**config.mk**
```make
export PLATFORM = sky130hd
export DESIGN_NAME = fssu_fmul
export DESIGN_NICKNAME = d
export VERILOG_FILES = /design/src/rtl/core/fssu_pkg.sv /design/src/rtl/core/fssu_fmul.sv
export SDC_FILE = /design/constraint.sdc
export NUM_CORES = 2
export LEC_CHECK = 0
export ABC_CLOCK_PERIOD_IN_PS = 8900
export BUFFER_PORTS_ARGS = -buffer_cell sky130_fd_sc_hd__buf_2
export CAP_MARGIN = 20
export CORE_ASPECT_RATIO = 1.25
export CORE_UTILIZATION = 50
export CTS_CLUSTER_SIZE = 8
export DETAILED_ROUTE_END_ITERATION = 10
export PLACE_DENSITY = 0.74
export SLEW_MARGIN = 10
export SYNTH_ARGS = -nofsm -noshare
export SYNTH_HDL_FRONTEND = slang
export SYNTH_SLANG_ARGS = --single-unit
```
**constraint.sdc**
```tcl
create_clock -name clk_i -period 8.9 [get_ports clk_i]
set_clock_uncertainty 0.2 [all_clocks]
set_input_delay 1.335 -clock clk_i [delete_from_list [all_inputs] [get_ports clk_i]]
set_output_delay 1.335 -clock clk_i [all_outputs]
set_load 0.03 [all_outputs]
```
**src/rtl/core/fssu_pkg.sv**
```systemverilog
package fssu_pkg;

  // binary32 constants
  localparam logic [31:0] F_LOG2E    = 32'h3FB8AA3B;
  localparam logic [31:0] F_LN2      = 32'h3F317218;
  localparam logic [31:0] F_PC5      = 32'h3C088889;
  localparam logic [31:0] F_HALF     = 32'h3F000000;
  localparam logic [31:0] F_NEG_HALF = 32'hBF000000;
  localparam logic [31:0] F_ONE      = 32'h3F800000;
  localparam logic [31:0] F_EXP_HI   = 32'h42B00000;
  localparam logic [31:0] F_QNAN     = 32'h7FC00000;
  localparam logic [31:0] F_QUIET    = 32'h00400000;
  localparam logic [30:0] MAG_EXP_LO = 31'h42AE0000;

  localparam logic signed [9:0] EXP_BIAS = 10'sd127;
  localparam logic signed [9:0] EXP_MAXF = 10'sd254;

  // Horner coefficients after the leading one (PC5)
  localparam int HORNER_N = 5;
  localparam logic [31:0] HORNER_C [HORNER_N] = '{
    32'h3D2AAAAB, 32'h3E2AAAAB, F_HALF, F_ONE, F_ONE
  };

  typedef logic signed [10:0] fexp_t;

  typedef enum logic [1:0] {
    SPC_NONE,
    SPC_NAN,
    SPC_INF,
    SPC_ZERO
  } spc_e;

  // context that rides along with each element
  typedef struct packed {
    logic [31:0]       x;
    logic              last;
    logic [31:0]       arg;
    logic signed [8:0] n;
    logic              zero;
  } side_t;

  function automatic logic is_nan(input logic [31:0] b);
    return (b[30:23] == 8'hFF) && (b[22:0] != 23'd0);
  endfunction

  function automatic logic is_inf(input logic [31:0] b);
    return (b[30:23] == 8'hFF) && (b[22:0] == 23'd0);
  endfunction

  function automatic fexp_t eff_exp(input logic [31:0] b);
    return (b[30:23] == 8'd0) ? 11'sd1 : fexp_t'({3'b000, b[30:23]});
  endfunction

  function automatic logic [23:0] sig24(input logic [31:0] b);
    return {b[30:23] != 8'd0, b[22:0]};
  endfunction

  function automatic logic [5:0] lzc48(input logic [47:0] v);
    logic [5:0] z;
    z = 6'd48;
    for (int i = 0; i < 48; i++) begin
      if (v[i]) z = 6'(47 - i);
    end
    return z;
  endfunction

  function automatic logic [4:0] lzc28(input logic [27:0] v);
    logic [4:0] z;
    z = 5'd28;
    for (int i = 0; i < 28; i++) begin
      if (v[i]) z = 5'(27 - i);
    end
    return z;
  endfunction

  // Round to nearest even and pack. sig[26] is the integer bit (or sig is 0),
  // sig[2] guard, sig[1] round, sig[0] sticky; ex is the biased exponent.
  function automatic logic [31:0] fp_pack(input logic sgn, input fexp_t ex,
                                          input logic [26:0] sig);
    fexp_t       e;
    logic [26:0] sh;
    logic [10:0] amt;
    logic [26:0] mask;
    logic        inc;
    logic [24:0] m;
    logic [31:0] res;
    e  = ex;
    sh = sig;
    // denormalize below the smallest normal exponent
    if (ex < 11'sd1) begin
      amt = 11'(11'sd1 - ex);
      if (amt > 11'd26) begin
        sh = {26'd0, |sig};
      end else begin
        mask = (27'd1 << amt[4:0]) - 27'd1;
        sh   = (sig >> amt[4:0]) | {26'd0, |(sig & mask)};
      end
      e = 11'sd1;
    end
    inc = sh[2] & (sh[3] | sh[1] | sh[0]);
    m   = {1'b0, sh[26:3]} + {24'd0, inc};
    if (m[24]) begin
      m = m >> 1;
      e = e + 11'sd1;
    end
    if (sig == 27'd0) begin
      res = {sgn, 31'd0};
    end else if (e > 11'sd254) begin
      res = {sgn, 8'hFF, 23'd0};
    end else begin
      res = {sgn, m[23] ? e[7:0] : 8'h00, m[22:0]};
    end
    return res;
  endfunction

endpackage

```
**src/rtl/core/fssu_fmul.sv**
```systemverilog
module fssu_fmul (
  input  logic            clk_i,
  input  logic            rst_ni,
  input  logic            en_i,
  input  logic            valid_i,
  input  logic [31:0]     a_i,
  input  logic [31:0]     b_i,
  input  fssu_pkg::side_t side_i,
  output logic            valid_o,
  output logic [31:0]     r_o,
  output fssu_pkg::side_t side_o
);
  import fssu_pkg::*;

  logic        v1_q, v2_q, v3_q;
  spc_e        spc1_d, spc1_q, spc2_q;
  logic        sgn1_q, sgn2_q;
  fexp_t       ex1_q, ex2_q;
  logic [47:0] p1_q, p2_q;
  side_t       side1_q, side2_q, side3_q;
  logic [31:0] r_q;
  logic [5:0]  lz;
  logic        za, zb;

  // classify operands
  always_comb begin
    za = (a_i[30:0] == 31'd0);
    zb = (b_i[30:0] == 31'd0);
    if (is_nan(a_i) || is_nan(b_i) || (is_inf(a_i) && zb) || (is_inf(b_i) && za)) begin
      spc1_d = SPC_NAN;
    end else if (is_inf(a_i) || is_inf(b_i)) begin
      spc1_d = SPC_INF;
    end else if (za || zb) begin
      spc1_d = SPC_ZERO;
    end else begin
      spc1_d = SPC_NONE;
    end
  end

  assign lz = lzc48(p1_q);

  // advance valid bits
  always_ff @(posedge clk_i or negedge rst_ni) begin
    if (!rst_ni) begin
      v1_q <= 1'b0;
      v2_q <= 1'b0;
      v3_q <= 1'b0;
    end else if (en_i) begin
      v1_q <= valid_i;
      v2_q <= v1_q;
      v3_q <= v2_q;
    end
  end

  // multiply, normalize, round
  always_ff @(posedge clk_i) begin
    if (en_i) begin
      spc1_q  <= spc1_d;
      sgn1_q  <= a_i[31] ^ b_i[31];
      ex1_q   <= eff_exp(a_i) + eff_exp(b_i) - 11'sd126;
      p1_q    <= sig24(a_i) * sig24(b_i);
      side1_q <= side_i;

      spc2_q  <= spc1_q;
      sgn2_q  <= sgn1_q;
      ex2_q   <= ex1_q - fexp_t'({5'd0, lz});
      p2_q    <= p1_q << lz;
      side2_q <= side1_q;

      side3_q <= side2_q;
      case (spc2_q)
        SPC_NAN:  r_q <= F_QNAN;
        SPC_INF:  r_q <= {sgn2_q, 8'hFF, 23'd0};
        SPC_ZERO: r_q <= {sgn2_q, 31'd0};
        default:  r_q <= fp_pack(sgn2_q, ex2_q, {p2_q[47:22], |p2_q[21:0]});
      endcase
    end
  end

  assign valid_o = v3_q;
  assign r_o     = r_q;
  assign side_o  = side3_q;

endmodule

```
==> run metrics <==
maximum number of pins on one net before global-route repair=115; maximum cell stage delay along the critical path=0.58 ns; CTS Hold Bufs=0; library cell with the largest summed area after synthesis=sky130_fd_sc_hd__edfxtp_1; Site Rows=112; horizontal extent of the die=248.0 µm; Setup Total Neg Slack=0 ns; Relative slew margins=0.3348; CP Max Fanout=10; met1 capacity usage during global routing=0.3158; vias in the first global route=29,790; initial core utilization=0.5056; leading post-synthesis cells by instance count=sky130_fd_sc_hd__inv_1 (543), sky130_fd_sc_hd__nand2_1 (490), sky130_fd_sc_hd__fa_1 (484), sky130_fd_sc_hd__edfxtp_1 (380), sky130_fd_sc_hd__and2_1 (216); count leader, synth=sky130_fd_sc_hd__inv_1; via density per instance=5.794; clock transition at the register clock pins on the worst setup and hold paths after CTS=0.05 ns; outcome=completed; count of different cell masters after synthesis=90; area grow syn2layout=11.07%; number of instances in the synthesized netlist=3,635; global-route wire length before repair=159,200 µm; number of vias in the routed layout=28,140; number of input and output port buffers inserted=250; busiest layer in global routing=met2; f_max=117.5 MHz; share of the clock period used by the worst path=0.9565; placed cell area=40,460 µm²; Layout fillers=6,449; slowest library cell on the worst path=sky130_fd_sc_hd__nor4_2; footprint of the flip-flops and latches=11,490 µm²; I/O pin count=251; number of warnings issued by yosys=0; Slew @ Worst Pin=0.9902 ns; number of search-and-repair iterations in the first detailed-routing pass=7; total number of nets in the final design=4,694; count of maximum capacitance violations=0; Async SR Flop Fraction=0.007833; minimum clock period=8.513 ns; Multi-input gate area=23,510 µm²; HPWL after detailed placement=79,660 µm; portion of the post-synthesis area used by sequential elements=0.3036; data arrival time of the critical path=8.66 ns; final hold violations=0; share of Yosys cell area claimed by the top area cell type=0.3016; Synth Register Bits=383; final hold slack=0.2069 ns; worst flop-to-flop path startpoint=ex2_q[1]; Final setup violation count=0; net count of the mapped netlist=4,466; post-route standard cell area excluding fillers=42,020 µm²; worst hold path startpoint=side2_q[52]; H-tree Lvls=2; TritonCTS Buffers=54; reg2reg end=r_o[5]; Post-Synthesis Cell Area=37,830 µm²; share of the core filled with cells=0.5615; GRT met3 Usage=0.03763; Worst R2R Path Depth=19; flop-to-flop setup slack=2.34 ns; Clk Tree Root Cell=sky130_fd_sc_hd__clkbuf_16; Max Transition Viols Final=0; most instantiated flip-flop cell in the synthesis netlist=sky130_fd_sc_hd__edfxtp_1; vertical die dimension=309.5 µm; average detailed-routed wire length per instance=20.92 µm; Final ANT Viol Nets=0; Core Footprint=74,830 µm²; cells taking the most area after synthesis=sky130_fd_sc_hd__edfxtp_1 (30%), sky130_fd_sc_hd__fa_1 (26%), sky130_fd_sc_hd__ha_1 (6.7%); Critical Path Most Common Cell=sky130_fd_sc_hd__fa_1; number of antenna violations at the first check in global routing=4; Sink Count=383; number of synthesized flops with an enable pin=380; Worst Hold End=side_o[52]; path class of the lowest-slack min-delay path=flip-flop to flip-flop; unrepaired setup endpoints after global routing=no; layout cells sized above 1=0.1403; die area=76,780 µm²; combined global-route utilization of all metal layers=0.2678; detailed-route wire length=101,600 µm; CTS tree=done; synthesized area per cell=10.41 µm²; total congestion overflow=0; initial DRC count=2,362; buffer count from post-CTS setup fixing=0; Hold Crit Depth=0; number of buffers on the longest clock path=3; Setup Crit Path Kind=input pin to flip-flop; Routability Congestion=0.9730; clock latency on the worst-skew pair=0.62 ns; endpoint class of the critical path=flip-flop; crit path launch type=input pin; total DRC errors in the routed layout=0; data required time at the worst endpoint=9.05 ns; fraction of met2 tracks used by global routing=0.4674
-- kinds of logic (layout without fill, tap and decap cells) --
family,after synthesis,after routing,synth area share
simple gates,1097,1097,0.1386
xor+xnor,85,85,0.01988
fa+ha+maj,688,688,0.3236
compound gates,453,453,0.08070
mux,183,183,0.05778
buf+inv,746,995,0.07590
flops,383,383,0.3036
other cells,0,4,0
-- critical path: cells and delay by family --
family          cells  cell delay (ns)
simple gates        5             1.07
xor+xnor            1             0.13
compound gates      7             1.64
buf+inv             6             0.84
fa+ha+maj           8             3.63
-- worst max-delay path by stage --
stage | from | endpoint | slack [ns] | depth (start not counted)
final | a_i[28] | p1_q[45] | 0.39 | 27
after detailed placement | a_i[28] | p1_q[44] | -0.49 | 26
after CTS | a_i[28] | p1_q[45] | 0.08 | 26
after global routing | a_i[28] | p1_q[44] | 0.04 | 26
after floorplan | a_i[28] | p1_q[44] | 0.30 | 25
after global placement | a_i[28] | p1_q[47] | -0.44 | 26
-- registers in the layout, summed over array words and instances (netlist names), 2 cells and up --
signal,count
side1_q,75
spc2_q,2
spc1_q,2
p2_q,48
r_o,32
side_o,75
ex2_q,11
side2_q,75
ex1_q,10
p1_q,48
-- metal layers --
metal / share of wire / wire length [µm]
met3: 0.074 / 7560
met2: 0.50 / 50800
met1: 0.37 / 37440
met5: 0 / 0
met4: 0.057 / 5799
-- final cells by class --
cell class                 count  area share
clock buffer                  71     0.03368
multi-input combinational   2506      0.5594
clock inverter                 6    0.003037
sequential                   383      0.2733
tap                          969     0.02885
inverter                     546     0.04877
antenna                        4   0.0002382
timing repair buffer         372     0.05270
-- cell usage in the layout (no fill, tap or decap), types with 14 or more instances in the layout --
master and instances:
sky130_fd_sc_hd__a21o_1 23, sky130_fd_sc_hd__a211oi_1 14, sky130_fd_sc_hd__o22ai_1 44, sky130_fd_sc_hd__o21bai_1 18, sky130_fd_sc_hd__nor2_1 150, sky130_fd_sc_hd__ha_1 204, sky130_fd_sc_hd__mux4_2 23, sky130_fd_sc_hd__o21a_1 22
sky130_fd_sc_hd__o31ai_1 16, sky130_fd_sc_hd__nand2b_1 18, sky130_fd_sc_hd__o21ai_0 75, sky130_fd_sc_hd__clkbuf_1 17, sky130_fd_sc_hd__a31oi_1 20, sky130_fd_sc_hd__nor4_1 43, sky130_fd_sc_hd__xor2_1 27, sky130_fd_sc_hd__mux2_2 53
sky130_fd_sc_hd__buf_2 249, sky130_fd_sc_hd__and2_1 216, sky130_fd_sc_hd__mux2i_1 107, sky130_fd_sc_hd__xnor2_1 57, sky130_fd_sc_hd__inv_1 543, sky130_fd_sc_hd__nor3_1 52, sky130_fd_sc_hd__a21oi_1 101, sky130_fd_sc_hd__nand3_1 41
sky130_fd_sc_hd__fa_1 484, sky130_fd_sc_hd__edfxtp_1 380, sky130_fd_sc_hd__buf_4 119, sky130_fd_sc_hd__nand2_1 488, sky130_fd_sc_hd__clkbuf_16 54
-- metrics by stage --
| stage | instances | setup WS [ns] |
|---|---|---|
| floorplan | 3635 | 0.3019 |
| global placement | 4776 | -0.4432 |
| detailed placement | 4776 | -0.4866 |
| CTS | 4853 | 0.07555 |
| global route | 4855 | 0.04178 |
| finish | 4857 | 0.3870 |
-- what timing repair did --
item	in CTS	in global routing
setup endpoints to repair	0	6
gates resized for setup	0	1
hold endpoints to repair	0	0
Power is left out: the tool's default activity adds up to more than one toggle a clock period on the data nets, which glitch-free logic cannot reach.
