--- src/rtl/core/fssu_pkg.sv ---
package fssu_pkg;

  // binary32 constants
  localparam logic [31:0] F_LOG2E    = 32'h3FB8AA3B;
  localparam logic [31:0] F_LN2      = 32'h3F317218;
  localparam logic [31:0] F_PC5      = 32'h3C088889;
  localparam logic [31:0] F_HALF     = 32'h3F000000;
  localparam logic [31:0] F_NEG_HALF = 32'hBF000000;
  localparam logic [31:0] F_ONE      = 32'h3F800000;
  localparam logic [31:0] F_EXP_HI   = 32'h42B00000;
  localparam logic [31:0] F_QNAN     = 32'h7FC00000;
  localparam logic [31:0] F_QUIET    = 32'h00400000;
  localparam logic [30:0] MAG_EXP_LO = 31'h42AE0000;

  localparam logic signed [9:0] EXP_BIAS = 10'sd127;
  localparam logic signed [9:0] EXP_MAXF = 10'sd254;

  // Horner coefficients after the leading one (PC5)
  localparam int HORNER_N = 5;
  localparam logic [31:0] HORNER_C [HORNER_N] = '{
    32'h3D2AAAAB, 32'h3E2AAAAB, F_HALF, F_ONE, F_ONE
  };

  typedef logic signed [10:0] fexp_t;

  typedef enum logic [1:0] {
    SPC_NONE,
    SPC_NAN,
    SPC_INF,
    SPC_ZERO
  } spc_e;

  // context that rides along with each element
  typedef struct packed {
    logic [31:0]       x;
    logic              last;
    logic [31:0]       arg;
    logic signed [8:0] n;
    logic              zero;
  } side_t;

  function automatic logic is_nan(input logic [31:0] b);
    return (b[30:23] == 8'hFF) && (b[22:0] != 23'd0);
  endfunction

  function automatic logic is_inf(input logic [31:0] b);
    return (b[30:23] == 8'hFF) && (b[22:0] == 23'd0);
  endfunction

  function automatic fexp_t eff_exp(input logic [31:0] b);
    return (b[30:23] == 8'd0) ? 11'sd1 : fexp_t'({3'b000, b[30:23]});
  endfunction

  function automatic logic [23:0] sig24(input logic [31:0] b);
    return {b[30:23] != 8'd0, b[22:0]};
  endfunction

  function automatic logic [5:0] lzc48(input logic [47:0] v);
    logic [5:0] z;
    z = 6'd48;
    for (int i = 0; i < 48; i++) begin
      if (v[i]) z = 6'(47 - i);
    end
    return z;
  endfunction

  function automatic logic [4:0] lzc28(input logic [27:0] v);
    logic [4:0] z;
    z = 5'd28;
    for (int i = 0; i < 28; i++) begin
      if (v[i]) z = 5'(27 - i);
    end
    return z;
  endfunction

  // Round to nearest even and pack. sig[26] is the integer bit (or sig is 0),
  // sig[2] guard, sig[1] round, sig[0] sticky; ex is the biased exponent.
  function automatic logic [31:0] fp_pack(input logic sgn, input fexp_t ex,
                                          input logic [26:0] sig);
    fexp_t       e;
    logic [26:0] sh;
    logic [10:0] amt;
    logic [26:0] mask;
    logic        inc;
    logic [24:0] m;
    logic [31:0] res;
    e  = ex;
    sh = sig;
    // denormalize below the smallest normal exponent
    if (ex < 11'sd1) begin
      amt = 11'(11'sd1 - ex);
      if (amt > 11'd26) begin
        sh = {26'd0, |sig};
      end else begin
        mask = (27'd1 << amt[4:0]) - 27'd1;
        sh   = (sig >> amt[4:0]) | {26'd0, |(sig & mask)};
      end
      e = 11'sd1;
    end
    inc = sh[2] & (sh[3] | sh[1] | sh[0]);
    m   = {1'b0, sh[26:3]} + {24'd0, inc};
    if (m[24]) begin
      m = m >> 1;
      e = e + 11'sd1;
    end
    if (sig == 27'd0) begin
      res = {sgn, 31'd0};
    end else if (e > 11'sd254) begin
      res = {sgn, 8'hFF, 23'd0};
    end else begin
      res = {sgn, m[23] ? e[7:0] : 8'h00, m[22:0]};
    end
    return res;
  endfunction

endpackage

--- src/rtl/core/fssu_recip.sv ---
module fssu_recip (
  input  logic            clk_i,
  input  logic            rst_ni,
  input  logic            en_i,
  input  logic            valid_i,
  input  logic [31:0]     den_i,
  input  fssu_pkg::side_t side_i,
  output logic            valid_o,
  output logic [31:0]     r_o,
  output fssu_pkg::side_t side_o
);
  import fssu_pkg::*;

  // one quotient bit per stage after the seeded integer bit: 23 fraction bits, guard, round
  localparam int NSTEP = 25;

  typedef struct packed {
    logic [23:0] r;
    logic [25:0] q;
    logic [23:0] d;
    fexp_t       ex;
    logic        one;
    side_t       side;
  } rstg_t;

  function automatic rstg_t div_step(input rstg_t s);
    rstg_t       o;
    logic [24:0] rr;
    logic        ge;
    o  = s;
    rr = {s.r, 1'b0};
    ge = (rr >= {1'b0, s.d});
    o.r = ge ? 24'(rr - {1'b0, s.d}) : rr[23:0];
    o.q = {s.q[24:0], ge};
    return o;
  endfunction

  rstg_t       stg_q [NSTEP+1];
  logic        v_q   [NSTEP+1];
  rstg_t       stg0_d;
  logic [31:0] r_q;
  side_t       side_q;
  logic        vo_q;
  logic [26:0] qsig;

  // seed the divider with 2.0 / significand
  always_comb begin
    stg0_d.d    = sig24(den_i);
    stg0_d.one  = (den_i[22:0] == 23'd0);
    stg0_d.ex   = (stg0_d.one ? 11'sd254 : 11'sd253) - eff_exp(den_i);
    stg0_d.r    = 24'(25'h1000000 - {1'b0, stg0_d.d});
    stg0_d.q    = 26'd1;
    stg0_d.side = side_i;
  end

  always_ff @(posedge clk_i or negedge rst_ni) begin
    if (!rst_ni) begin
      v_q[0] <= 1'b0;
    end else if (en_i) begin
      v_q[0] <= valid_i;
    end
  end

  always_ff @(posedge clk_i) begin
    if (en_i) stg_q[0] <= stg0_d;
  end

  // quotient bit stages
  for (genvar k = 0; k < NSTEP; k++) begin : g_step
    always_ff @(posedge clk_i or negedge rst_ni) begin
      if (!rst_ni) begin
        v_q[k+1] <= 1'b0;
      end else if (en_i) begin
        v_q[k+1] <= v_q[k];
      end
    end

    always_ff @(posedge clk_i) begin
      if (en_i) stg_q[k+1] <= div_step(stg_q[k]);
    end
  end

  // exact power of two when the significand is one
  assign qsig = stg_q[NSTEP].one ? 27'h4000000 :
                {stg_q[NSTEP].q, stg_q[NSTEP].r != 24'd0};

  always_ff @(posedge clk_i or negedge rst_ni) begin
    if (!rst_ni) begin
      vo_q <= 1'b0;
    end else if (en_i) begin
      vo_q <= v_q[NSTEP];
    end
  end

  always_ff @(posedge clk_i) begin
    if (en_i) begin
      r_q    <= fp_pack(1'b0, stg_q[NSTEP].ex, qsig);
      side_q <= stg_q[NSTEP].side;
    end
  end

  assign valid_o = vo_q;
  assign r_o     = r_q;
  assign side_o  = side_q;

endmodule

--- config.mk ---
export PLATFORM = sky130hd
export DESIGN_NAME = fssu_recip
export DESIGN_NICKNAME = d
export VERILOG_FILES = /design/src/rtl/core/fssu_pkg.sv /design/src/rtl/core/fssu_recip.sv
export SDC_FILE = /design/constraint.sdc
export NUM_CORES = 2
export LEC_CHECK = 0
export BUFFER_PORTS_ARGS = -buffer_cell sky130_fd_sc_hd__buf_2
export CAP_MARGIN = 0
export CORE_MARGIN = 2
export CORE_UTILIZATION = 25
export CTS_CLUSTER_DIAMETER = 200
export DETAILED_ROUTE_END_ITERATION = 16
export GPL_TIMING_DRIVEN = 1
export HOLD_SLACK_MARGIN = 0.03
export RECOVER_POWER = 25
export SLEW_MARGIN = 20
export SYNTH_ARGS = -nofsm -noshare
export SYNTH_HDL_FRONTEND = slang
export SYNTH_MEMORY_MAX_BITS = 65536
export SYNTH_SLANG_ARGS = --single-unit
--- constraint.sdc ---
create_clock -name clk_i -period 6.75 [get_ports clk_i]
set_input_delay 0.3375 -clock clk_i [delete_from_list [all_inputs] [get_ports clk_i]]
set_output_delay 0.3375 -clock clk_i [all_outputs]
set_load 0.02 [all_outputs]
==> results.toml <==
[layout]
fillers = 61600
finalNonFillerCells = 19000
fin_nets = 11100
drive_above_1_share_pct = 13.0
area_delta_synth_final_pct = 17.2

[synthesis]
synth_fa_ha_area_share_pct = 5.22
ys.warnings.count = 0
synth_top_area_cell = "edfxtp_1"
syn_area_sq_um = 156000
synth_edf_count = 3864
synth_simple_gate_area_share_pct = 5.06
synth_nets = 10300
synth_cell_type_count = 104
synth.avg_cell_area_sq_um = 16.3
synthFlopType = "edfxtp_1"
synth_compound_gate_area_share_pct = 6.33
muxShareOfSynthArea_pct = 3.60
ys_seq_area_share_pct = 74.6
synth_top_family_by_area = "compound AO/OA/AOI/OAI gates"
yosys_register_bits = 3891
syn-instance-count = 9589
yosys.area.top_type_share_pct = 74.2
async_flop_share_pct = 0.694
synth_area_leaders = "edfxtp_1 74%, ha_1 4.9%, mux2_2 3.1%"
synthXorXnorAreaFrac_pct = 2.86

[die]
initial_core_util_pct = 25.1
rows = 290
die_x_microns = 795
io-pin-count = 219
die_y_microns = 795
fp.dieArea_sq_um = 632000
core_area_sq_um = 623000

[power]
power.density_nw_per_um2 = 401
p_leak_nw = 66.6
total_power_mw = 73.5
ir_worst_vdd_mv = 0.259

[critical_path]
required_ns = 7.43
end_kind = "flop"
cp_slowest_stage_delay_ns = 0.53
ff2ff_path_depth = 18
crit_slowest_cell = "edfxtp_1"
arrival_ns = 6.54
crit_path_max_fanout = 22
startpoint_type = "flop"
cp_cell_sequence = "inv_1 > ha_1 > nand2b_1 > o22ai_1 > nor2_1 > nor2_1 > o22ai_1 > o41ai_2 > ha_1 > nand2_1 > o32ai_2 > buf_4 > and4_1 > nand4_1 > xor2_1 > nor4_4 > buf_4 > nor3_1"
path_class = "reg2reg"

[place]
dp.cells = 18100
place.gp.congestion = 0.836
portBuffers = 216
dpl.hpwl_microns = 176000

[detailed_routing]
dr_total_vias = 76200
via_per_inst = 4.00
drt_first_pass_iters = 5
drt_iter0_markers = 5043
totalWireLength_microns = 266000
antenna_left = 0
wl_per_cell_microns = 14.0
drc = 0

[sta]
finalHoldViolCount = 0
period_minus_slack_ns = 5.85
max_slew.worst_pin.slew_ns = 1.41
fin_crit_sh_pct = 86.7
max-slew-margin-rel_pct = 5.72
max_clock_freq_mhz = 171
holdWs_ns = 0.191
setup_viol = 0
slew_viol_final = 0
skew_ns = 0.113
fin_setup_tns_ns = 0
rsz0062_at_grt = "false"

[clock_network]
cts_num_sinks = 3891
clk_pin_slew_ns = 0.07
holdBufCountCts = 208
cts_tree = "built"
cts-root-buf = "clkbuf_16"
ctsHtreeMaxLevel = 5
clock_latency_ns = 1.04
numCtsBuffers = 407
post_cts_buffers = 0
clk_path_buf_depth = 4
cts-resized-gates = 0

[job]
maxCapViolCount = 0

[global_route]
gr-total-overflow = 0
grt_pass1_wl_microns = 418000
grt_max_degree = 197
grt_antenna_before_repair = 8
grt_pass1_vias = 76400
grtUsageTotal_pct = 8.07

[min_path]
hold_class = "in2reg"
min_delay_path_depth = 2

[run_status]
status = "finished, final reports clean"
flip-flops by register name (all words and copies together) (netlist names):
| signal | flops |
|---|---|
| side_o | 75 |
| r_o | 31 |
| valid_o | 1 |
| stg_q | 3758 |
| v_q | 26 |
worst max-delay path, delay by kind of cell (launching register included):
family / cells / cell delay [ns]
AOI/OAI and AO/OA: 4 / 1.26
adders and majority gates: 2 / 0.79
xor gates and xnor gates: 1 / 0.23
DFF: 1 / 0.53
buffers and inverters: 3 / 0.78
and+or+nand+nor: 8 / 1.97
synthesized netlist by cell type (78+ instances only):
library cell / count
nor2_1: 419
nand2_1: 384
xnor2_1: 358
nand2b_1: 87
a21o_1: 231
nor2b_1: 90
nand3_1: 120
ha_1: 613
a21oi_1: 443
nor3_1: 100
edfxtp_1: 3864
nand4_1: 105
mux2_2: 425
xor2_1: 151
inv_1: 788
o21ai_0: 315
clkbuf_1: 78
where the power goes:
part / total, mW / switching [mW] / internal (mW) / leakage [nW]
Clock: 21.6 / 9.27 / 12.4 / 6.32
Combinational: 19.2 / 10.2 / 8.93 / 22.2
Sequential: 32.7 / 1.53 / 31.2 / 38.1
layout make-up:
class / instances / area (sq um) / share of cell area (%)
flip-flops and latches: 3891 / 117000 / 63.7
multi-input cells: 4772 / 36200 / 19.7
clock buffers: 507 / 10600 / 5.78
well taps: 8322 / 10400 / 5.68
repair buffers: 502 / 4020 / 2.19
inverters: 790 / 2970 / 1.62
clock inverters: 240 / 2480 / 1.35
diodes: 3 / 7.51 / 0.00409
final timing paths:
| check | startpoint | slack, ns | end |
|---|---|---|---|
| setup / recovery | stg_q[1][1527]$_DFFE_PP_ | 0.90 | r_o[22]$_SDFFCE_PN0P_ |
| hold / removal | side_i[49] | 0.19 | stg_q[0][49]$_DFFE_PP_ |
| setup reg to reg | stg_q[1][1527]$_DFFE_PP_ | 0.90 | r_o[22]$_SDFFCE_PN0P_ |
| hold reg to reg | stg_q[0][521]$_DFFE_PP_ | 0.30 | stg_q[0][682]$_DFFE_PP_ |
| max in group asynchronous | rst_ni | 5.01 | v_q[4]$_DFFE_PN0P_ |
| min in group asynchronous | rst_ni | 0.91 | v_q[21]$_DFFE_PN0P_ |
placed cells by master, fill, tap and decap left out, types with 30 or more instances in the layout:
| cell | Yosys | layout |
|---|---|---|
| nand4_1 | 105 | 105 |
| o21bai_1 | 44 | 44 |
| a211oi_1 | 37 | 37 |
| buf_2 | 12 | 207 |
| a31oi_1 | 53 | 52 |
| and3_1 | 43 | 43 |
| nand2b_1 | 87 | 87 |
| nor3_1 | 100 | 100 |
| buf_4 | 7 | 56 |
| nand2_1 | 384 | 381 |
| dlygate4sd3_1 | 0 | 207 |
| clkbuf_16 | 0 | 409 |
| inv_1 | 788 | 788 |
| nor2_1 | 419 | 419 |
| edfxtp_1 | 3864 | 3864 |
| mux2_2 | 425 | 425 |
| nand3_1 | 120 | 120 |
| a21oi_1 | 443 | 441 |
| clkinv_1 | 0 | 83 |
| clkbuf_1 | 78 | 106 |
| o21ai_0 | 315 | 315 |
| nor4_1 | 46 | 46 |
| mux2i_1 | 68 | 68 |
| bufinv_16 | 0 | 30 |
| and2_1 | 34 | 34 |
| a21o_1 | 231 | 231 |
| nor2b_1 | 90 | 89 |
| o21a_1 | 76 | 76 |
| xor2_1 | 151 | 151 |
| or3_1 | 44 | 44 |
| o31ai_1 | 36 | 36 |
| xnor2_1 | 358 | 358 |
| ha_1 | 613 | 613 |
| clkinv_2 | 0 | 62 |
cell families (layout without fill, tap and decap cells):
kind of cell             count (synthesis)  after routing
flip-flops                            3891           3891
AND/OR/NAND/NOR                       1589           1589
XOR/XNOR                               510            510
buffers and inverters                  926           2039
multiplexers                           500            500
AO/OA/AOI/OAI                         1534           1534
adder cells (fa/ha/maj)                638            638
other                                    1              4
through the flow:
step / utilization (%) / instance area [sq um] / setup slack [ns]
finish: 29.4 / 183000 / 0.895
global route: 29.4 / 183000 / 0.306
CTS: 29.4 / 183000 / 0.857
detailed placement: 27.0 / 168000 / 0.871
global placement: 27.0 / 168000 / 0.838
floorplan: - / 156000 / 1.39
routing by layer:
layer  track usage (%)  wire [microns]
met1              9.57          113000
met2              14.2          131000
met3              1.51           10100
met4              3.58           11800
met5                 0               0
Power figures use the tool's default switching activity.
