<file path="config.mk">
export PLATFORM = sky130hd
export DESIGN_NAME = fssu_fadd
export DESIGN_NICKNAME = d
export VERILOG_FILES = /design/src/rtl/core/fssu_pkg.sv /design/src/rtl/core/fssu_fadd.sv
export SDC_FILE = /design/constraint.sdc
export NUM_CORES = 1
export LEC_CHECK = 0
export BUFFER_PORTS_ARGS = -buffer_cell sky130_fd_sc_hd__buf_4
export CAP_MARGIN = 20
export CORE_UTILIZATION = 40
export CTS_CLUSTER_SIZE = 10
export DETAILED_ROUTE_END_ITERATION = 10
export HOLD_SLACK_MARGIN = 0.05
export SLEW_MARGIN = 40
export SYNTH_ARGS = -nofsm -noshare
export SYNTH_HDL_FRONTEND = slang
export SYNTH_SLANG_ARGS = --single-unit
export TNS_END_PERCENT = 20
</file>
<file path="constraint.sdc">
create_clock -name clk_i -period 7.7 [get_ports clk_i]
set_input_delay 0 -clock clk_i [delete_from_list [all_inputs] [get_ports clk_i]]
set_output_delay 0 -clock clk_i [all_outputs]
set_load 0.05 [all_outputs]
</file>
<file path="src/rtl/core/fssu_pkg.sv">
package fssu_pkg;

  // binary32 constants
  localparam logic [31:0] F_LOG2E    = 32'h3FB8AA3B;
  localparam logic [31:0] F_LN2      = 32'h3F317218;
  localparam logic [31:0] F_PC5      = 32'h3C088889;
  localparam logic [31:0] F_HALF     = 32'h3F000000;
  localparam logic [31:0] F_NEG_HALF = 32'hBF000000;
  localparam logic [31:0] F_ONE      = 32'h3F800000;
  localparam logic [31:0] F_EXP_HI   = 32'h42B00000;
  localparam logic [31:0] F_QNAN     = 32'h7FC00000;
  localparam logic [31:0] F_QUIET    = 32'h00400000;
  localparam logic [30:0] MAG_EXP_LO = 31'h42AE0000;

  localparam logic signed [9:0] EXP_BIAS = 10'sd127;
  localparam logic signed [9:0] EXP_MAXF = 10'sd254;

  // Horner coefficients after the leading one (PC5)
  localparam int HORNER_N = 5;
  localparam logic [31:0] HORNER_C [HORNER_N] = '{
    32'h3D2AAAAB, 32'h3E2AAAAB, F_HALF, F_ONE, F_ONE
  };

  typedef logic signed [10:0] fexp_t;

  typedef enum logic [1:0] {
    SPC_NONE,
    SPC_NAN,
    SPC_INF,
    SPC_ZERO
  } spc_e;

  // context that rides along with each element
  typedef struct packed {
    logic [31:0]       x;
    logic              last;
    logic [31:0]       arg;
    logic signed [8:0] n;
    logic              zero;
  } side_t;

  function automatic logic is_nan(input logic [31:0] b);
    return (b[30:23] == 8'hFF) && (b[22:0] != 23'd0);
  endfunction

  function automatic logic is_inf(input logic [31:0] b);
    return (b[30:23] == 8'hFF) && (b[22:0] == 23'd0);
  endfunction

  function automatic fexp_t eff_exp(input logic [31:0] b);
    return (b[30:23] == 8'd0) ? 11'sd1 : fexp_t'({3'b000, b[30:23]});
  endfunction

  function automatic logic [23:0] sig24(input logic [31:0] b);
    return {b[30:23] != 8'd0, b[22:0]};
  endfunction

  function automatic logic [5:0] lzc48(input logic [47:0] v);
    logic [5:0] z;
    z = 6'd48;
    for (int i = 0; i < 48; i++) begin
      if (v[i]) z = 6'(47 - i);
    end
    return z;
  endfunction

  function automatic logic [4:0] lzc28(input logic [27:0] v);
    logic [4:0] z;
    z = 5'd28;
    for (int i = 0; i < 28; i++) begin
      if (v[i]) z = 5'(27 - i);
    end
    return z;
  endfunction

  // Round to nearest even and pack. sig[26] is the integer bit (or sig is 0),
  // sig[2] guard, sig[1] round, sig[0] sticky; ex is the biased exponent.
  function automatic logic [31:0] fp_pack(input logic sgn, input fexp_t ex,
                                          input logic [26:0] sig);
    fexp_t       e;
    logic [26:0] sh;
    logic [10:0] amt;
    logic [26:0] mask;
    logic        inc;
    logic [24:0] m;
    logic [31:0] res;
    e  = ex;
    sh = sig;
    // denormalize below the smallest normal exponent
    if (ex < 11'sd1) begin
      amt = 11'(11'sd1 - ex);
      if (amt > 11'd26) begin
        sh = {26'd0, |sig};
      end else begin
        mask = (27'd1 << amt[4:0]) - 27'd1;
        sh   = (sig >> amt[4:0]) | {26'd0, |(sig & mask)};
      end
      e = 11'sd1;
    end
    inc = sh[2] & (sh[3] | sh[1] | sh[0]);
    m   = {1'b0, sh[26:3]} + {24'd0, inc};
    if (m[24]) begin
      m = m >> 1;
      e = e + 11'sd1;
    end
    if (sig == 27'd0) begin
      res = {sgn, 31'd0};
    end else if (e > 11'sd254) begin
      res = {sgn, 8'hFF, 23'd0};
    end else begin
      res = {sgn, m[23] ? e[7:0] : 8'h00, m[22:0]};
    end
    return res;
  endfunction

endpackage

</file>
<file path="src/rtl/core/fssu_fadd.sv">
module fssu_fadd (
  input  logic            clk_i,
  input  logic            rst_ni,
  input  logic            en_i,
  input  logic            valid_i,
  input  logic [31:0]     a_i,
  input  logic [31:0]     b_i,
  input  fssu_pkg::side_t side_i,
  output logic            valid_o,
  output logic [31:0]     r_o,
  output fssu_pkg::side_t side_o
);
  import fssu_pkg::*;

  logic        v1_q, v2_q, v3_q;
  logic [31:0] big, lit;
  fexp_t       dd;
  logic [26:0] mb0, mb_d, mask;
  spc_e        spc1_d, spc1_q, spc2_q;
  logic        sgn1_q, sgn2_q, sub1_q, sub2_q;
  fexp_t       ex1_q, ex2_q;
  logic [26:0] ma1_q, mb1_q;
  logic [27:0] sum2_q;
  side_t       side1_q, side2_q, side3_q;
  logic [31:0] r_q;
  logic [4:0]  lz;
  logic [26:0] nsig;
  fexp_t       nex;
  logic        nsgn;

  // order by magnitude and align the smaller operand
  always_comb begin
    if (b_i[30:0] > a_i[30:0]) begin
      big = b_i;
      lit = a_i;
    end else begin
      big = a_i;
      lit = b_i;
    end
    dd   = eff_exp(big) - eff_exp(lit);
    mb0  = {sig24(lit), 3'b000};
    mask = (27'd1 << dd[4:0]) - 27'd1;
    if (dd > 11'sd26) begin
      mb_d = {26'd0, |mb0};
    end else begin
      mb_d = (mb0 >> dd[4:0]) | {26'd0, |(mb0 & mask)};
    end
    if (is_nan(a_i) || is_nan(b_i) ||
        (is_inf(a_i) && is_inf(b_i) && (a_i[31] != b_i[31]))) begin
      spc1_d = SPC_NAN;
    end else if (is_inf(a_i) || is_inf(b_i)) begin
      spc1_d = SPC_INF;
    end else begin
      spc1_d = SPC_NONE;
    end
  end

  // normalize the sum
  always_comb begin
    lz   = lzc28(sum2_q);
    nsgn = (sum2_q == 28'd0 && sub2_q) ? 1'b0 : sgn2_q;
    if (sum2_q[27]) begin
      nsig = {sum2_q[27:2], sum2_q[1] | sum2_q[0]};
      nex  = ex2_q + 11'sd1;
    end else begin
      nsig = 27'(sum2_q << (lz - 5'd1));
      nex  = ex2_q - fexp_t'({6'd0, lz}) + 11'sd1;
    end
  end

  // advance valid bits
  always_ff @(posedge clk_i or negedge rst_ni) begin
    if (!rst_ni) begin
      v1_q <= 1'b0;
      v2_q <= 1'b0;
      v3_q <= 1'b0;
    end else if (en_i) begin
      v1_q <= valid_i;
      v2_q <= v1_q;
      v3_q <= v2_q;
    end
  end

  // align, add, round
  always_ff @(posedge clk_i) begin
    if (en_i) begin
      spc1_q  <= spc1_d;
      sgn1_q  <= big[31];
      sub1_q  <= a_i[31] ^ b_i[31];
      ex1_q   <= eff_exp(big);
      ma1_q   <= {sig24(big), 3'b000};
      mb1_q   <= mb_d;
      side1_q <= side_i;

      spc2_q  <= spc1_q;
      sgn2_q  <= sgn1_q;
      sub2_q  <= sub1_q;
      ex2_q   <= ex1_q;
      sum2_q  <= sub1_q ? ({1'b0, ma1_q} - {1'b0, mb1_q}) : ({1'b0, ma1_q} + {1'b0, mb1_q});
      side2_q <= side1_q;

      side3_q <= side2_q;
      case (spc2_q)
        SPC_NAN: r_q <= F_QNAN;
        SPC_INF: r_q <= {sgn2_q, 8'hFF, 23'd0};
        default: r_q <= fp_pack(nsgn, nex, nsig);
      endcase
    end
  end

  assign valid_o = v3_q;
  assign r_o     = r_q;
  assign side_o  = side3_q;

endmodule

</file>
==> results.sh, run 1 <==
export IMPL_run_status="finished, final reports clean"
export IMPL_synth_area_top_cells="edfxtp_1 44%, ha_1 6.0%, a21oi_1 3.5%"
export IMPL_synth_top_cell_by_area="edfxtp_1"
export IMPL_seqPwrFrac=0.209
export IMPL_clock_latency_ns=0.58
export IMPL_final_common_cell="buf_4"
export IMPL_ys_warn_count=0
export IMPL_syn_area_sq_um=24700
export IMPL_top_usage_layer="met2"
export IMPL_layout_drive_gt1_share=0.210
export IMPL_overflow=0
export IMPL_seq_area_frac_synth=0.441
export IMPL_p_per_area_nw_per_um2=411
export IMPL_synth_edf_count=360
export IMPL_finalCriticalPeriod_ns=7.40
export IMPL_syn_nets=2743
export IMPL_report_final_slew_viol_count=0
export IMPL_vdd_drop_max_mv=0.222
export IMPL_drc=0
export IMPL_slew_headroom=0.449
export IMPL_grt_max_degree=119
export IMPL_finalNetCount=3227
export IMPL_fp_row_count=90
export IMPL_cts_htree_levels=2
export IMPL_p_sw_w=0.00635
export IMPL_dpl_hpwl_mm=70.5
export IMPL_critPathMaxFanout=14
export IMPL_p_clk_frac=0.141
export IMPL_power_leakage_nw=12.1
export IMPL_finalPower_w=0.0129
export IMPL_grt_met2_usage=0.477
export IMPL_io_pins=251
export IMPL_synthMuxAreaShare=0.0585
export IMPL_antenna_found_initial=0
export IMPL_critPathLaunch="sum2_q[23]"
export IMPL_cp_data_required_time_ns=8.10
export IMPL_worst_hold_slack_ns=0.0721
export IMPL_die_area_sq_um=62700
export IMPL_cp_arrival_ns=7.80
export IMPL_hp_class="in2reg"
export IMPL_worstSetupEndpointType="flip-flop"
export IMPL_synth_seq_cells=363
export IMPL_cts_sinks=363
export IMPL_cts_root_buf="clkbuf_16"
export IMPL_syn_inst=2478
export IMPL_drt_first_pass_iters=6
export IMPL_grt_pass1_vias=22347
export IMPL_ant_nets=0
export IMPL_gp_congestion=1.00
export IMPL_cts_buffer_depth=3
export IMPL_use_met3=0.0465
export IMPL_min_from="b_i[0]"
export IMPL_r2r_start="sum2_q[23]"
export IMPL_clk_pin_slew_ns=0.06
export IMPL_synth_top_cell_area_share=0.438
export IMPL_max_freq_mhz=135
export IMPL_synthAdderAreaFrac=0.0639
export IMPL_cts_setup_buffers=0
export IMPL_grt_usage=0.285
export IMPL_p_int_w=0.00652
export IMPL_die_h_um=250
export IMPL_switching_share=0.493
export IMPL_design_core_area_sq_um=60700
export IMPL_mostFrequentLayoutCells="425 x buf_4, 360 x edfxtp_1, 223 x nand2_1"
export IMPL_clock_skew_ns=0.0317
export IMPL_via_per_inst=6.06
export IMPL_grt_pass1_wl_mm=137
export IMPL_synth_area_per_cell_sq_um=9.97
export IMPL_setup_violations=0
export IMPL_yosys_area_share_simple=0.158
export IMPL_drtIter0Drc=2156
export IMPL_drv_cap=0
export IMPL_synthXorXnorAreaFrac=0.0281
export IMPL_fp_dieW_um=250
export IMPL_hold_viol_final=0
export IMPL_ys_flop_type="edfxtp_1"
export IMPL_combPwrFrac=0.649
export IMPL_grt_use_met1=0.361
export IMPL_utilization=0.516
export IMPL_synth_compound_area_frac=0.208
export IMPL_start_kind="flip-flop"
export IMPL_period_share=0.961
export IMPL_worst_pin_slew_ns=0.826
export IMPL_wire_per_inst_um=24.3
export IMPL_synthArstFlopShare=0.00826
export IMPL_portBuffers=250
export IMPL_routed_via_count=22780
export IMPL_areaGrowthSynthToFinish_pct=26.7
export IMPL_cts_buffers=43
export IMPL_routed_wl_mm=91.2
export IMPL_start_util=0.407
export IMPL_n_antenna_cell=0
export IMPL_cts_tree="yes"
export IMPL_synth_top_family_by_area="compound AO/OA/AOI/OAI gates"
export IMPL_ys_types=101
export IMPL_path_class="reg2reg"
stage by stage:
stage | setup TNS [ns] | worst slack, ns | instances | cell area, sq um
final | 0 | 0.302 | 3762 | 31300
after global routing | -0.0336 | -0.0184 | 3762 | 31300
after CTS | 0 | 0.000936 | 3761 | 31100
after detailed placement | -1.15 | -0.108 | 3559 | 28500
after global placement | -0.185 | -0.0302 | 3557 | 28500
after floorplan | 0 | 0.109 | 2478 | 24700
registers in the layout, indices dropped and copies added, names as in the netlist, 2 cells and up:
register / flops
r_o: 32
sum2_q: 28
side1_q: 75
spc1_q: 2
ma1_q: 24
ex1_q: 8
ex2_q: 8
mb1_q: 27
spc2_q: 2
side2_q: 75
side_o: 75
critical path, cell delays in order, from the launching register on:
cell,delay [ns]
edfxtp_1,0.52
nand2b_1,0.27
a211oi_4,0.37
nor3_2,0.13
a21oi_4,0.17
inv_1,0.11
buf_4,0.21
ha_2,0.42
buf_4,0.25
buf_4,0.23
mux4_2,0.59
o211ai_1,0.61
nand2_1,0.29
o22ai_1,0.43
nor4_1,0.12
buf_4,0.15
o22ai_1,0.23
a31oi_1,0.15
inv_1,0.08
ha_1,0.18
and4_1,0.24
nand4_1,0.15
buf_4,0.19
o21ai_1,0.20
nand2_1,0.17
a221o_4,0.53
nor3_1,0.21
final cells by class:
cell class | instances | area [sq um]
Fill cell | 5472 | 29400
Sequential cell | 363 | 10900
Inverter | 135 | 512
Clock buffer | 55 | 1120
Multi-Input combinational cell | 1848 | 13000
Timing Repair Buffer | 571 | 4700
Tap cell | 782 | 978
Clock inverter | 8 | 120
per-layer routing:
metal | wire length [um] | up-vias
met5 | 0 | -
met4 | 4360 | 0
met3 | 5440 | 225
met2 | 44000 | 895
met1 | 37400 | 11149
li1 | - | 10511
final timing paths:
path	to	slack (ns)	cells past startpoint
worst max-delay path	r_o[7]	0.30	26
worst min-delay path	ma1_q[3]	0.07	3
worst max register to register	r_o[7]	0.30	26
worst min register to register	ex2_q[2]	0.39	0
max in group asynchronous	valid_o	7.24	3
min in group asynchronous	v1_q	0.32	3
synthesized netlist by cell type (8+ instances only):
cell type    n
o211ai_1    42
o31ai_1     27
nor3_1      79
a21o_1      27
or3_1       13
o21ai_0    138
mux2_2      21
a211oi_1    57
a32oi_1     15
or2_2        9
clkbuf_1   111
xnor2_1     46
mux4_2      35
or4_1        9
mux2i_1     42
nand3_1     66
o21a_1      28
a21boi_0     8
nand2b_1    23
inv_1      132
o32ai_1      9
o22ai_1     21
a211o_1     12
nand2_1    223
a221oi_1    10
o221ai_1    12
a21oi_1    171
o2111ai_1   21
nor2b_1     21
edfxtp_1   360
o21bai_1    18
nand4_1     44
a2111oi_0    8
ha_1       119
and3_1      16
buf_2        8
and2_1      21
a31oi_1     29
buf_1        9
nor4_1      38
nor2_1     189
xor2_1      30
a22oi_1     14
power groups by stage:
stage | logic, W | registers (W) | clock network, W
final | 0.00836 | 0.00270 | 0.00182
after floorplan | 0.00456 | 0.00291 | 0
after global placement | 0.00813 | 0.00272 | 0
after global routing | 0.00881 | 0.00273 | 0.00194
after CTS | 0.00809 | 0.00270 | 0.00186
after detailed placement | 0.00798 | 0.00273 | 0
cell families after synthesis:
family                     Yosys count
muxes                               98
DFF                                363
xor gates and xnor gates            77
adders and majority gates          125
buffers and inverters              268
AOI/OAI and AO/OA                  753
and+or+nand+nor                    794
repair_timing:
item                       CTS  global route
cloned                       0             1
resized for setup            1            34
hold buffers               139             0
pin swaps                    0             1
setup endpoints to repair   20            31
hold endpoints to repair   202             0
Power figures use the tool's default switching activity.
==> run 2: changes to the inputs <==
- ABC_AREA: unset -> 1
==> results.sh, run 2 <==
export IMPL_placed_area_sq_um=26400
export IMPL_die_h_um=244
export IMPL_cts_root_buf="clkbuf_16"
export IMPL_synth_seq_cells=363
export IMPL_dpl_hpwl_mm=58.2
export IMPL_clk_pin_slew_ns=0.06
export IMPL_p_per_area_nw_per_um2=352
export IMPL_drt_first_pass_iters=7
export IMPL_synthArstFlopShare=0.00826
export IMPL_routed_via_count=21285
export IMPL_use_met3=0.0302
export IMPL_ys_flop_type="edfxtp_1"
export IMPL_syn_inst=2771
export IMPL_seq_area_frac_synth=0.465
export IMPL_finalNetCount=3465
export IMPL_worstSetupEndpointType="flip-flop"
export IMPL_placed_cells=3765
export IMPL_regArea_sq_um=10900
export IMPL_areaGrowthSynthToFinish_pct=25.6
export IMPL_drc=0
export IMPL_synth_common_cells="672 x nand2_1, 360 x edfxtp_1, 352 x nand3_1, 308 x inv_1, 203 x o21ai_0"
export IMPL_fillCellCount=5417
export IMPL_start_util=0.405
export IMPL_grt_pass1_vias=20966
export IMPL_vdd_drop_max_mv=0.197
export IMPL_final_common_cell="nand2_1"
export IMPL_ant_nets=0
export IMPL_drtIter0Drc=1909
export IMPL_synth_area_per_cell_sq_um=8.45
export IMPL_slowest_stage="fa_1"
export IMPL_run_status="finished, final reports clean"
export IMPL_hold_viol_final=0
export IMPL_finalCriticalPeriod_ns=7.07
export IMPL_critPathMaxStageDelay_ns=0.48
export IMPL_gp_congestion=0.997
export IMPL_setup_violations=0
export IMPL_finalPower_w=0.0103
export IMPL_clock_skew_ns=0.0349
export IMPL_drv_cap=0
export IMPL_max_freq_mhz=141
export IMPL_grt_usage=0.248
export IMPL_ys_types=65
export IMPL_ys_warn_count=0
export IMPL_grt_use_met1=0.308
export IMPL_syn_area_sq_um=23400
export IMPL_power_leakage_nw=13.0
export IMPL_mostFrequentLayoutCells="666 x nand2_1, 360 x edfxtp_1, 352 x nand3_1"
export IMPL_grt_max_degree=177
export IMPL_via_per_inst=5.34
export IMPL_path_class="reg2reg"
export IMPL_top_usage_layer="met2"
export IMPL_wire_per_inst_um=18.8
export IMPL_clock_latency_ns=0.59
export IMPL_slew_headroom=0.429
export IMPL_fin_cells=3988
export IMPL_critPathMaxFanout=10
export IMPL_grt_met2_usage=0.440
export IMPL_finish_instance_area_sq_um=29400
export IMPL_portBuffers=250
export IMPL_antenna_found_initial=1
export IMPL_hp_class="in2reg"
export IMPL_fp_row_count=88
export IMPL_layout_drive_gt1_share=0.155
export IMPL_cts_sinks=363
export IMPL_die_area_sq_um=59500
export IMPL_report_final_slew_viol_count=0
export IMPL_synth_top_cell_by_area="edfxtp_1"
export IMPL_crit_path_frequent_cell="nand2_1"
export IMPL_synth_edf_count=360
export IMPL_start_kind="flip-flop"
export IMPL_design_core_area_sq_um=57800
export IMPL_routed_wl_mm=75.0
export IMPL_worst_pin_slew_ns=0.853
export IMPL_fin_setup_tns_ns=0
export IMPL_io_pins=251
export IMPL_cts_buffers=45
export IMPL_cp_data_required_time_ns=8.02
export IMPL_synth_area_top_cells="edfxtp_1 46%, nand2_1 11%, nand3_1 7.5%"
export IMPL_n_antenna_cell=0
export IMPL_fp_dieW_um=244
export IMPL_cts_htree_levels=2
export IMPL_overflow=0
export IMPL_synth_top_cell_area_share=0.462
export IMPL_cts_tree="yes"
export IMPL_syn_nets=3036
export IMPL_cts_buffer_depth=3
export IMPL_period_share=0.919
export IMPL_synth_most_common_cell="nand2_1"
export IMPL_worst_hold_slack_ns=0.116
export IMPL_cp_arrival_ns=7.39
export IMPL_grt_pass1_wl_mm=116
export IMPL_multi_input_area_sq_um=10900
run 2: changes by cell type after synthesis, moves of 29 or more:
| cell | change |
|---|---|
| nand2_1 | +449 |
| nand3_1 | +286 |
| inv_1 | +176 |
| a21oi_1 | -76 |
| o21ai_0 | +65 |
| clkbuf_1 | -64 |
| a211oi_1 | -51 |
| nor3_1 | -51 |
| mux4_2 | -35 |
| o211ai_1 | -35 |
| xnor2_1 | -34 |
| mux2i_1 | -29 |
run 2: critical path, delay by kind of cell (launching register included):
| kind | cells | cell delay (ns) |
|---|---|---|
| AOI/OAI and AO/OA | 3 | 0.42 |
| adders and majority gates | 5 | 1.27 |
| buffers and inverters | 9 | 0.91 |
| DFF | 1 | 0.43 |
| and+or+nand+nor | 47 | 3.74 |
run 2: through the flow:
stage / utilization / setup slack (ns)
floorplan: - / 0.834
global placement: 0.456 / -0.359
detailed placement: 0.457 / -0.232
CTS: 0.504 / 0.0127
global route: 0.509 / -0.00451
finish: 0.509 / 0.627
run 2: report_power, final:
group          internal, W  switching [W]  total (W)
Sequential         0.00253       0.000154    0.00269
Clock              0.00111       0.000799    0.00191
Combinational      0.00180        0.00395    0.00575
run 2: area by class of cell:
class,instances,share of cell area
inverter,324,0.0417
clock inverter,10,0.00519
timing repair buffer,477,0.138
clock buffer,60,0.0402
tap,765,0.0326
multi-input combinational,1989,0.372
sequential,363,0.370
run 2: layer usage:
metal,wire length [um],vias up
met1,31000,10017
met2,37400,780
li1,-,10352
met4,2650,0
met3,3910,136
met5,0,-
run 2: cell families (layout without fill, tap and decap cells):
| logic type | Yosys count | in the layout | synth area share |
|---|---|---|---|
| buf+inv | 419 | 871 | 0.0723 |
| mux | 15 | 15 | 0.00652 |
| simple gates | 1367 | 1367 | 0.262 |
| xor+xnor | 66 | 66 | 0.0247 |
| flops | 363 | 363 | 0.465 |
| fa+ha+maj | 122 | 122 | 0.0662 |
| compound gates | 419 | 419 | 0.103 |
run 2: worst paths after layout:
| kind | from | slack [ns] | depth (start not counted) | to |
|---|---|---|---|---|
| max in group asynchronous | rst_ni | 7.26 | 3 | v1_q |
| worst min register to register | spc1_q[0] | 0.39 | 0 | spc2_q[0] |
| worst max register to register | sum2_q[1] | 0.63 | 64 | r_o[14] |
| min in group asynchronous | rst_ni | 0.30 | 3 | valid_o |
| worst max-delay path | sum2_q[1] | 0.63 | 64 | r_o[14] |
| worst min-delay path | b_i[23] | 0.12 | 5 | ex1_q[0] |
run 2: timing repair:
item	in CTS	in global routing
endpoints found under the setup margin	0	32
gates resized for setup	0	33
hold endpoints to repair	159	0
setup buffers	0	8
hold buffers	140	0
